File: config.mk
export PLATFORM = sky130hd
export DESIGN_NAME = moving_average_window_top
export DESIGN_NICKNAME = d
export VERILOG_FILES = /design/src/rtl/mavg_pkg.sv /design/src/rtl/mavg_div.sv /design/src/rtl/moving_average_window_top.sv
export SDC_FILE = /design/constraint.sdc
export NUM_CORES = 2
export LEC_CHECK = 0
export BUFFER_PORTS_ARGS = -buffer_cell sky130_fd_sc_hd__buf_4
export CAP_MARGIN = 10
export CORE_UTILIZATION = 45
export DETAILED_ROUTE_END_ITERATION = 10
export GPL_TIMING_DRIVEN = 0
export PLACE_DENSITY = 0.56
export SLEW_MARGIN = 0
export SYNTH_ARGS = -nofsm -noshare
export SYNTH_HDL_FRONTEND = slang
export SYNTH_HIERARCHICAL = 1
export SYNTH_SLANG_ARGS = --single-unit
File: constraint.sdc
create_clock -name clk_i -period 6.71 [get_ports clk_i]
set_input_delay 2.013 -clock clk_i [delete_from_list [all_inputs] [get_ports clk_i]]
set_output_delay 2.013 -clock clk_i [all_outputs]
set_load 0.02 [all_outputs]
File: src/rtl/mavg_pkg.sv
package mavg_pkg;

  localparam int unsigned CfgBits  = 7;
  localparam int unsigned AvgBits  = 24;
  localparam int unsigned HeldBits = 7;
  localparam int unsigned FracBits = 8;

  typedef logic [CfgBits-1:0]         window_length_t;
  typedef logic signed [AvgBits-1:0]  average_t;
  typedef logic [HeldBits-1:0]        held_t;

endpackage

File: src/rtl/mavg_div.sv
module mavg_div #(
  parameter int unsigned DIVIDEND_W = 30,
  parameter int unsigned DIVISOR_W  = 7
) (
  input  logic                  clk_i,
  input  logic                  rst_ni,
  input  logic                  start_i,
  input  logic [DIVIDEND_W-1:0] dividend_i,
  input  logic [DIVISOR_W-1:0]  divisor_i,
  output logic                  busy_o,
  output logic [DIVIDEND_W-1:0] quotient_o
);

  localparam int unsigned CntW = $clog2(DIVIDEND_W);

  logic                  busy_q;
  logic [CntW-1:0]       cnt_q;
  logic [DIVISOR_W-1:0]  divisor_q;
  logic [DIVISOR_W-1:0]  rem_q;
  logic [DIVIDEND_W-1:0] quo_q;

  logic [DIVISOR_W:0]    rem_sh;
  logic [DIVISOR_W:0]    rem_sub;
  logic                  fits;
  logic [DIVISOR_W-1:0]  rem_d;

  // restoring division, one quotient bit per cycle
  always_comb begin
    rem_sh  = {rem_q, quo_q[DIVIDEND_W-1]};
    rem_sub = rem_sh - {1'b0, divisor_q};
    fits    = rem_sh >= {1'b0, divisor_q};
    rem_d   = fits ? rem_sub[DIVISOR_W-1:0] : rem_sh[DIVISOR_W-1:0];
  end

  always_ff @(posedge clk_i or negedge rst_ni) begin
    if (!rst_ni) begin
      busy_q <= 1'b0;
      cnt_q  <= '0;
    end else if (start_i) begin
      busy_q <= 1'b1;
      cnt_q  <= '0;
    end else if (busy_q) begin
      cnt_q <= cnt_q + CntW'(1);
      if (cnt_q == CntW'(DIVIDEND_W - 1)) begin
        busy_q <= 1'b0;
      end
    end
  end

  always_ff @(posedge clk_i) begin
    if (start_i) begin
      divisor_q <= divisor_i;
      rem_q     <= '0;
      quo_q     <= dividend_i;
    end else if (busy_q) begin
      rem_q <= rem_d;
      quo_q <= {quo_q[DIVIDEND_W-2:0], fits};
    end
  end

  assign busy_o     = busy_q;
  assign quotient_o = quo_q;

endmodule

File: src/rtl/moving_average_window_top.sv
// Moving average over the last window_length samples (1 to MAX_WINDOW; zero acts as 1,
// larger values as MAX_WINDOW). Each accepted sample yields one transaction carrying the
// mean in signed Q.8, truncated toward zero and saturated to 24 bits, and the number of
// samples held. Samples live in a single-port ring memory; a running sum and fill count
// sit in flops. Writing window_length clears the history and stalls the input for that
// cycle. One sample is processed at a time: the sample is accepted and the oldest slot
// read, a wait state lets the read data settle, sum and ring are updated, the serial
// divider works out the quotient bit by bit, and the output register is loaded. A stalled
// result holds the next one in the divider stage until the output register frees up.
module moving_average_window_top #(
  parameter int unsigned MAX_WINDOW  = 64,
  parameter int unsigned SAMPLE_BITS = 16
) (
  input  logic                          clk_i,
  input  logic                          rst_ni,
  input  logic                          window_length_we_i,
  input  mavg_pkg::window_length_t      window_length_i,
  input  logic                          in_valid_i,
  output logic                          in_stall_o,
  input  logic signed [SAMPLE_BITS-1:0] sample_value_i,
  output logic                          out_valid_o,
  input  logic                          out_stall_i,
  output mavg_pkg::average_t            average_q8_o,
  output mavg_pkg::held_t               samples_held_o
);

  import mavg_pkg::*;

  localparam int unsigned AddrW = $clog2(MAX_WINDOW);
  localparam int unsigned CntW  = $clog2(MAX_WINDOW + 1);
  localparam int unsigned SumW  = SAMPLE_BITS + AddrW;
  localparam int unsigned QuoW  = SumW + FracBits;
  localparam int unsigned SatW  = ((QuoW > AvgBits) ? QuoW : AvgBits) + 1;
  localparam logic [SatW-1:0] PosLim = SatW'((1 << (AvgBits - 1)) - 1);
  localparam logic [SatW-1:0] NegLim = SatW'(1 << (AvgBits - 1));

  typedef enum logic [2:0] {
    S_IDLE,
    S_READ,
    S_UPDATE,
    S_DIV
  } state_e;

  state_e                   state_q;
  window_length_t           wlen_q;
  logic [CntW-1:0]          slot_q;
  logic [CntW-1:0]          fill_q;
  logic signed [SumW-1:0]   total_q;
  logic signed [SAMPLE_BITS-1:0] sample_q;
  logic                     neg_q;
  logic                     out_valid_q;
  average_t                 avg_q;
  held_t                    held_q;

  logic signed [SAMPLE_BITS-1:0] ring_mem [MAX_WINDOW];
  logic signed [SAMPLE_BITS-1:0] old_q;

  logic [31:0]              wlen_ext;
  logic [CntW-1:0]          win;
  logic                     in_acc;
  logic [CntW-1:0]          slot_eff;
  logic                     full;
  logic [CntW-1:0]          slot_inc;
  logic [CntW-1:0]          slot_d;
  logic [CntW-1:0]          fill_d;
  logic signed [SumW-1:0]   total_d;
  logic [SumW-1:0]          mag;
  logic                     div_start;
  logic                     div_busy;
  logic [QuoW-1:0]          quo;
  logic [SatW-1:0]          quo_ext;
  logic [SatW-1:0]          quo_neg;
  average_t                 avg_d;
  logic                     out_free;
  logic                     out_load;

  always_comb begin
    wlen_ext = 32'(wlen_q);
    if (wlen_ext == 32'd0) begin
      win = CntW'(1);
    end else if (wlen_ext > 32'(MAX_WINDOW)) begin
      win = CntW'(MAX_WINDOW);
    end else begin
      win = CntW'(wlen_ext);
    end
  end

  assign in_stall_o = (state_q != S_IDLE) || window_length_we_i;
  assign in_acc     = in_valid_i && !in_stall_o;
  assign slot_eff   = (slot_q >= win) ? '0 : slot_q;

  always_comb begin
    full     = fill_q >= win;
    slot_inc = slot_q + CntW'(1);
    slot_d   = (slot_inc >= win) ? '0 : slot_inc;
    fill_d   = full ? win : fill_q + CntW'(1);
    total_d  = total_q - (full ? SumW'(old_q) : '0) + SumW'(sample_q);
    mag      = total_d[SumW-1] ? (~total_d + SumW'(1)) : total_d;
  end

  assign div_start = (state_q == S_UPDATE);

  mavg_div #(
    .DIVIDEND_W (QuoW),
    .DIVISOR_W  (CntW)
  ) u_div (
    .clk_i      (clk_i),
    .rst_ni     (rst_ni),
    .start_i    (div_start),
    .dividend_i ({mag, FracBits'(0)}),
    .divisor_i  (fill_d),
    .busy_o     (div_busy),
    .quotient_o (quo)
  );

  always_comb begin
    quo_ext = SatW'(quo);
    quo_neg = ~quo_ext + SatW'(1);
    if (neg_q) begin
      avg_d = (quo_ext > NegLim) ? AvgBits'(NegLim) : quo_neg[AvgBits-1:0];
    end else begin
      avg_d = (quo_ext > PosLim) ? AvgBits'(PosLim) : quo_ext[AvgBits-1:0];
    end
  end

  assign out_free = !out_valid_q || !out_stall_i;
  assign out_load = (state_q == S_DIV) && !div_busy && out_free;

  always_ff @(posedge clk_i) begin
    if (in_acc) begin
      old_q <= ring_mem[slot_eff[AddrW-1:0]];
    end
    if (state_q == S_UPDATE) begin
      ring_mem[slot_q[AddrW-1:0]] <= sample_q;
    end
  end

  always_ff @(posedge clk_i or negedge rst_ni) begin
    if (!rst_ni) begin
      state_q     <= S_IDLE;
      wlen_q      <= window_length_t'(1);
      slot_q      <= '0;
      fill_q      <= '0;
      total_q     <= '0;
      sample_q    <= '0;
      neg_q       <= 1'b0;
      avg_q       <= '0;
      held_q      <= '0;
      out_valid_q <= 1'b0;
    end else begin
      if (out_load) begin
        out_valid_q <= 1'b1;
      end else if (out_valid_q && !out_stall_i) begin
        out_valid_q <= 1'b0;
      end
      if (window_length_we_i) begin
        wlen_q  <= window_length_i;
        slot_q  <= '0;
        fill_q  <= '0;
        total_q <= '0;
      end
      unique case (state_q)
        S_IDLE: begin
          if (in_acc) begin
            sample_q <= sample_value_i;
            slot_q   <= slot_eff;
            state_q  <= S_READ;
          end
        end
        S_READ: begin
          state_q <= S_UPDATE;
        end
        S_UPDATE: begin
          total_q <= total_d;
          fill_q  <= fill_d;
          slot_q  <= slot_d;
          neg_q   <= total_d[SumW-1];
          state_q <= S_DIV;
        end
        S_DIV: begin
          if (out_load) begin
            avg_q   <= avg_d;
            held_q  <= HeldBits'(fill_q);
            state_q <= S_IDLE;
          end
        end
        default: begin
          state_q <= S_IDLE;
        end
      endcase
    end
  end

  assign out_valid_o    = out_valid_q;
  assign average_q8_o   = avg_q;
  assign samples_held_o = held_q;

  a_accept_reads: assert property (@(posedge clk_i) disable iff (!rst_ni)
    in_acc |=> state_q == S_READ)
    else $error("accepted transaction did not start a ring read");

  a_fill_bound: assert property (@(posedge clk_i) disable iff (!rst_ni)
    fill_q <= win)
    else $error("fill count beyond window");

  a_div_started: assert property (@(posedge clk_i) disable iff (!rst_ni)
    state_q == S_UPDATE |=> div_busy)
    else $error("divider not busy after update");

  a_held_nonzero: assert property (@(posedge clk_i) disable iff (!rst_ni)
    out_valid_o |-> samples_held_o != '0)
    else $error("result with no samples held");

endmodule
Word-level counts from Yosys, hierarchy flattened
Memories as Yosys holds them, arrays and structs flattened. A register that Yosys moved wholly into a read port is not among the register bits.
Index checks and enable logic that the tools add are counted.
- add/sub/neg operators: 8
- multiply operators: 0
- div/mod/pow operators: 0
- magnitude comparators: 7
- eq/ne operators: 7
- shifts and indexed selects: 0
- mux-type cells: 32
- bitwise gates (word level): 2
- reduce and logical (&&, ||, !) cells: 19
- operators with widths (kind ; number):
    two-way mux 22 bit ; 4
    two-way mux 24 bit ; 3
    two-way mux 7 bit ; 10
    two-way mux 30 bit ; 2
    > comparator 30 x 23 -> 1 bit, second input constant ; 1
    > comparator 30 x 24 -> 1 bit, second input constant ; 1
    adder 24 x 1 -> 24 bit, second input constant ; 1
    inverter 24 bit ; 1
    adder 22 x 2 -> 22 bit, second input constant ; 1
    adder 22 bit ; 1
    inverter 22 bit ; 1
    subtractor 22 bit ; 1
    >= comparator 7 bit ; 3
    adder 7 x 1 -> 7 bit, second input constant ; 2
    case mux 7 bit (2 select lines) ; 1
    case mux 3 bit (4 select lines) ; 1
    two-way mux 5 bit ; 2
    >= comparator 8 x 7 -> 1 bit ; 1
    > comparator 7 bit, second input constant ; 1
    zero test 7 bit ; 1
    two-way mux 1 bit ; 7
    subtractor 7 bit ; 1
    equality test 3 x 2 -> 1 bit, second input constant ; 2
    two-way mux 3 bit ; 2
    other kinds (12) ; 24
- flip-flop bits (word level): 145
- latch bits: 0
- memory bits (writable): 1024
- ROM bits: 0
- output and inout bits: 33
- logic and storage cells: 93
- memories kept: 1
- memories (memory ; words ; width ; rd ports ; clocked after memory_dff ; write ports ; line ; RTL):
    ring_mem ; 64 ; 16 ; 1 ; 1 ; 1 ; moving_average_window_top.sv:55 ; logic signed [SAMPLE_BITS-1:0] ring_mem [MAX_WINDOW];

Logic depth before layout (Yosys ltp)
- depth in word-level cells: 11
- gate-level depth with buffers: 25
- mapped depth without buffers: 23

Cells and area by module
Netlist, hierarchy kept.
- by module, submodules not included (module ; times used ; cells each ; area each (sq um) ; sequential area each (sq um)):
    moving_average_window_top ; 1 ; 3234 ; 47351.7 ; 33583.5
    mavg_div ; 1 ; 202 ; 2587.5 ; 1401.3

Worst setup path before layout
OpenSTA, ideal clock, no wires.
- path kind: register to register
- start: register wlen_q[3]
- end: register u_div.quo_q[27], in the netlist u_div/quotient_o[27] (data pin)
- arrival: 5.385 ns
- required time: 6.450 ns
- path slack: 1.065 ns
- cell stages (with the launch flop): 25
- buffers on the path: 1
- clock period less this slack: 5.645 ns
- cell sequence: dfrtp_1 -> nor3_1 -> a21oi_1 -> nor2_1 -> ha_1 -> nand2b_1 -> a211oi_1 -> o21ai_0 -> a21oi_1 -> clkbuf_1 -> nor2b_1 -> ha_1 -> inv_1 -> ha_1 -> fa_1 -> a21oi_1 -> o21ai_0 -> a21oi_1 -> xor2_1 -> nand3_1 -> nor4b_2 -> nand3_1 -> nor2b_1 -> xnor2_1 -> mux2_2
- cells in the longest elaborated chain, start to end: 11
- elaborated cells between the ends (all ways): 12
- RTL lines (item ; line ; RTL):
    start: declaration ; moving_average_window_top.sv:45 ; window_length_t wlen_q;
    start signal: assignment ; moving_average_window_top.sv:141 ; wlen_q <= window_length_t'(1);
    start signal: assignment ; moving_average_window_top.sv:157 ; wlen_q <= window_length_i;
    > comparator 7 bit ; moving_average_window_top.sv:81 ; end else if (wlen_ext > 32'(MAX_WINDOW)) begin
    two-way mux 7 bit ; moving_average_window_top.sv:81 ;
    two-way mux 7 bit * ; moving_average_window_top.sv:79 ; if (wlen_ext == 32'd0) begin
    >= comparator 7 bit * ; moving_average_window_top.sv:93 ; full = fill_q >= win;
    two-way mux 22 bit * ; moving_average_window_top.sv:97 ; total_d = total_q - (full ? SumW'(old_q) : '0) + SumW'(sample_q);
    subtractor 22 bit * ; moving_average_window_top.sv:97 ;
    adder 22 bit * ; moving_average_window_top.sv:97 ;
    inverter 22 bit ; moving_average_window_top.sv:98 ; mag = total_d[SumW-1] ? (~total_d + SumW'(1)) : total_d;
    adder 22 x 2 -> 22 bit ; moving_average_window_top.sv:98 ;
    two-way mux 22 bit * ; moving_average_window_top.sv:98 ;
    named net mag[19] ; moving_average_window_top.sv:67 ; logic [SumW-1:0] mag;
    two-way mux 30 bit * ; mavg_div.sv:51 ; if (start_i) begin
    end signal: assignment ; mavg_div.sv:54 ; quo_q <= dividend_i;
    end signal: assignment ; mavg_div.sv:57 ; quo_q <= {quo_q[DIVIDEND_W-2:0], fits};
    end: declaration ; mavg_div.sv:20 ; logic [DIVIDEND_W-1:0] quo_q;
Mark *: on every way through the listed nets, which the timed path passes. The rest lies on a longest branch.
A chain may end at the register's enable or synchronous reset.

Worst setup path in the final report
- start: register wlen_q[3]
- end: register u_div.quo_q[28], in the netlist u_div/quotient_o[28] (data pin)
Same word-level chain as after synthesis.

==> impl_results.md <==
- Effective utilization at floorplan: 45.6%
- Vias: between 30,000 and 40,000
- Status: finished, final reports clean
- Multi-input logic area: approximately 14,000 sq um
- Share of the synthesized area in the top cell type: 64.8%
- Most frequent cells in the layout: edfxtp_1, mux2i_1, nand2_1, nor2_1, clkbuf_1
- Post-DP HPWL: between 90,000 and 100,000 microns
- Share of cells above drive strength 1: 14.4%
- First-pass GRT wire length: 204,000 microns
- Worst-Skew Late Latency: 0.74 ns
- Final min period: ~6.3 ns
- Final Hold Viols: 0
- Root buf cell: clkbuf_16
- Syn_area_per_cell: 14.5 sq um
- Largest stage delay, worst path: about 0.49 ns
- Fill cell count: 9,040
- Total Power: 0.0282 W
- Initial antenna violation count: 8
- Die Wd: 335 microns
- F_max: 158 MHz
- Largest net degree at the start of global routing: 66
- Setup crit start kind: flip-flop
- Leading cell type in the layout, fill and taps excluded: edfxtp_1
- Setup Crit Path Kind: reg2reg
- Max rail drop VDD: 0.409 mV
- Hold buffer count at CTS: 0
- Setup violations, final: 0
- FFs w/ async S/R, synth: 8.45%
- Crit share post-route: 94.2%
- Worst-path clk slew: 0.06 ns
- RD Place Congestion: about 0.93
- DRT antenna net count: 0
- Synth unique cells: 95
- Syn Inst Count: 3,436
- CTS buffer count: 121
- Critical path's most frequent cell: a21oi_2
- FF-to-FF End: u_div/quotient_o[28]$_DFFE_PP_
- Crit path max fanout: 10
- TritonCTS Sinks: 1,184
- H-tree levels: 3
- Worst EP required: 7.19 ns
- RR Startpoint: wlen_q[3]$_DFFE_PN0P_
- Slew Limit Fails: 0
- Hold path endpoint: average_q8_o[0]$_DFFE_PN0P_
- Sequential Area: about 35,000 sq um
- Hold Path Depth: 2
- Min-delay worst type: reg2reg
- R2r setup slk: 0.39 ns
- Clk buf depth: 3
- RSZ-0062 raised after global routing: no
- Die area: 112,000 sq um
- TritonCTS clock tree: built
- DRT Pass-1 Iters: 5
- Site Rows: 121
- Seq/Total Area, Yosys: 70.1%
- Clock Skews: about 0.035 ns
- Worst-Margin Slew: 1.24 ns
- Total power per unit cell area: 493 nW/um^2
- Vias in the first global route: 30,500
- Final net count: 3,794
- Slew HR: 17.2%
- CP arrival: 6.80 ns
- Ranking of synthesized cells by area: edfxtp_1, mux2i_1, dfrtp_1
- Maxcap violations: 0
- Mapped Area: roughly 50,000 sq um
- WL per Instance: 26.7 microns
- Warnings from Yosys: 6
- Core footprint: approximately 110,000 sq um
- Slowest stage cell, crit path: fa_1
- Hold_sp: average_q8_o[0]$_DFFE_PN0P_
- GRT Total Usage: 24.9%
- Post-route DRC violation count: 0
- Final wirelength: around 140,000 microns
- Initial DRC count: roughly 3,200
- Aggregate global routing overflow: 0
- Dominant synthesized flop cell: edfxtp_1
- FF+latch count, synth: 1,184
- # port buffers: 60
- Worst R2R Path Depth: 27
- Leak: 19.5 nW
- CP Capture Type: flip-flop
- Yosys top cell by area: edfxtp_1
- Num ports: 61
- Post-synth EDFFs: 1,077
- Final Util: 52.3%
- Via-to-Cell Ratio: slightly below 6
- Die Ht: around 340 microns
- Syn-to-layout area delta: 14.6%
[per-layer routing]
layer	track usage, %	vias to the layer above	part of all wire [%]
met3	4.42	260	7.1
li1	-	13700	-
met5	0	-	0.0092
met1	33.6	15600	42
met4	9.33	2	3.8
met2	40.4	1240	47
[Yosys cell counts (21+ instances only)]
master    number
o221ai_1      23
a22oi_1       63
nor3_1        25
fa_1          22
xor2_1        33
o31ai_1       25
nor2_1       202
clkbuf_1     118
xnor2_1       29
a31oi_1       56
buf_2         46
nor4_1        21
dfrtp_1       99
nand2_1      280
ha_1          59
mux2i_1      296
a21oi_1      115
o21ai_0       96
nand3_1       95
mux2_2        84
a221oi_1      48
nor2b_1       23
inv_1        107
a211oi_1      37
o22ai_1       80
edfxtp_1    1077
[state kept, by name, summed over array words and instances (netlist names)]
name,cells
total_q,22
wlen_q,7
samples_held_o,7
out_valid_o,1
neg_q,1
average_q8_o,24
u_div/cnt_q,5
u_div/rem_q,7
fill_q,7
slot_q,7
u_div/quotient_o,30
sample_q,16
u_div/busy_o,1
ring_mem,1024
u_div/divisor_q,7
old_q,16
state_q,2
[timing repair]
item                                    4_1_cts  5_1_grt
gates resized for setup                       4       13
gates cloned                                  0        0
pin swaps                                     1        2
endpoints found under the setup margin       20       20
setup buffers                                 2        3
[logic make-up after synthesis]
group / share of synthesized area (%)
DFF: 70.1
xor gates and xnor gates: 1.09
muxes: 7.83
buffers and inverters: 2.47
and+or+nand+nor: 7.03
other: 0.00751
adders and majority gates: 2.36
AOI/OAI and AO/OA: 9.17
[worst max-delay path: cells and delay by family, from the launching register on]
kind / cells / cell delay (ns)
AOI/OAI and AO/OA: 11 / 2.40
buffers and inverters: 6 / 1.02
adders and majority gates: 3 / 1.00
and+or+nand+nor: 5 / 0.72
DFF: 1 / 0.47
muxes: 1 / 0.28
xor gates and xnor gates: 1 / 0.15
[layout make-up]
class / count / share of cell area (%)
plain buffers: 189 / 1.44
diodes: 4 / 0.0175
repair buffers: 119 / 2.13
multi-input cells: 1960 / 24.3
flip-flops and latches: 1184 / 61.2
inverters: 110 / 0.722
clock buffers: 151 / 5.58
clock inverters: 76 / 1.37
well taps: 1476 / 3.23
[worst max path at each step]
stage	startpoint	end	slack, ns	cells after the start
finish	wlen_q[3]$_DFFE_PN0P_	u_div/quotient_o[28]$_DFFE_PP_	0.39	27
floorplan	wlen_q[3]$_DFFE_PN0P_	u_div/quotient_o[27]$_DFFE_PP_	1.07	24
detailed placement	wlen_q[3]$_DFFE_PN0P_	u_div/quotient_o[27]$_DFFE_PP_	-0.67	24
CTS	wlen_q[3]$_DFFE_PN0P_	u_div/quotient_o[27]$_DFFE_PP_	0.14	24
global route	wlen_q[3]$_DFFE_PN0P_	u_div/quotient_o[28]$_DFFE_PP_	0.07	27
global placement	wlen_q[3]$_DFFE_PN0P_	u_div/quotient_o[27]$_DFFE_PP_	-0.43	24
[where the power goes]
part / internal [W] / leakage, nW / switching [W] / total (W)
registers: 0.00958 / 11.1 / 0.00108 / 0.0107
logic: 0.00391 / 6.50 / 0.00689 / 0.0108
clock network: 0.00387 / 1.95 / 0.00285 / 0.00672
total: 0.0174 / 19.5 / 0.0108 / 0.0282
[metrics by stage]
| stage | setup slack [ns] | area (sq um) | hold slack (ns) | instances | TNS [ns] |
|---|---|---|---|---|---|
| after floorplan | 1.07 | 50000 | 0.466 | 3443 | 0 |
| after global placement | -0.432 | 52300 | 0.463 | 4979 | -3.22 |
| after detailed placement | -0.665 | 53100 | 0.466 | 5031 | -6.33 |
| after CTS | 0.143 | 57100 | 0.480 | 5260 | 0 |
| after global routing | 0.0702 | 57200 | 0.503 | 5265 | 0 |
| final | 0.392 | 57200 | 0.476 | 5269 | 0 |
(Power assumes the default switching activity.)
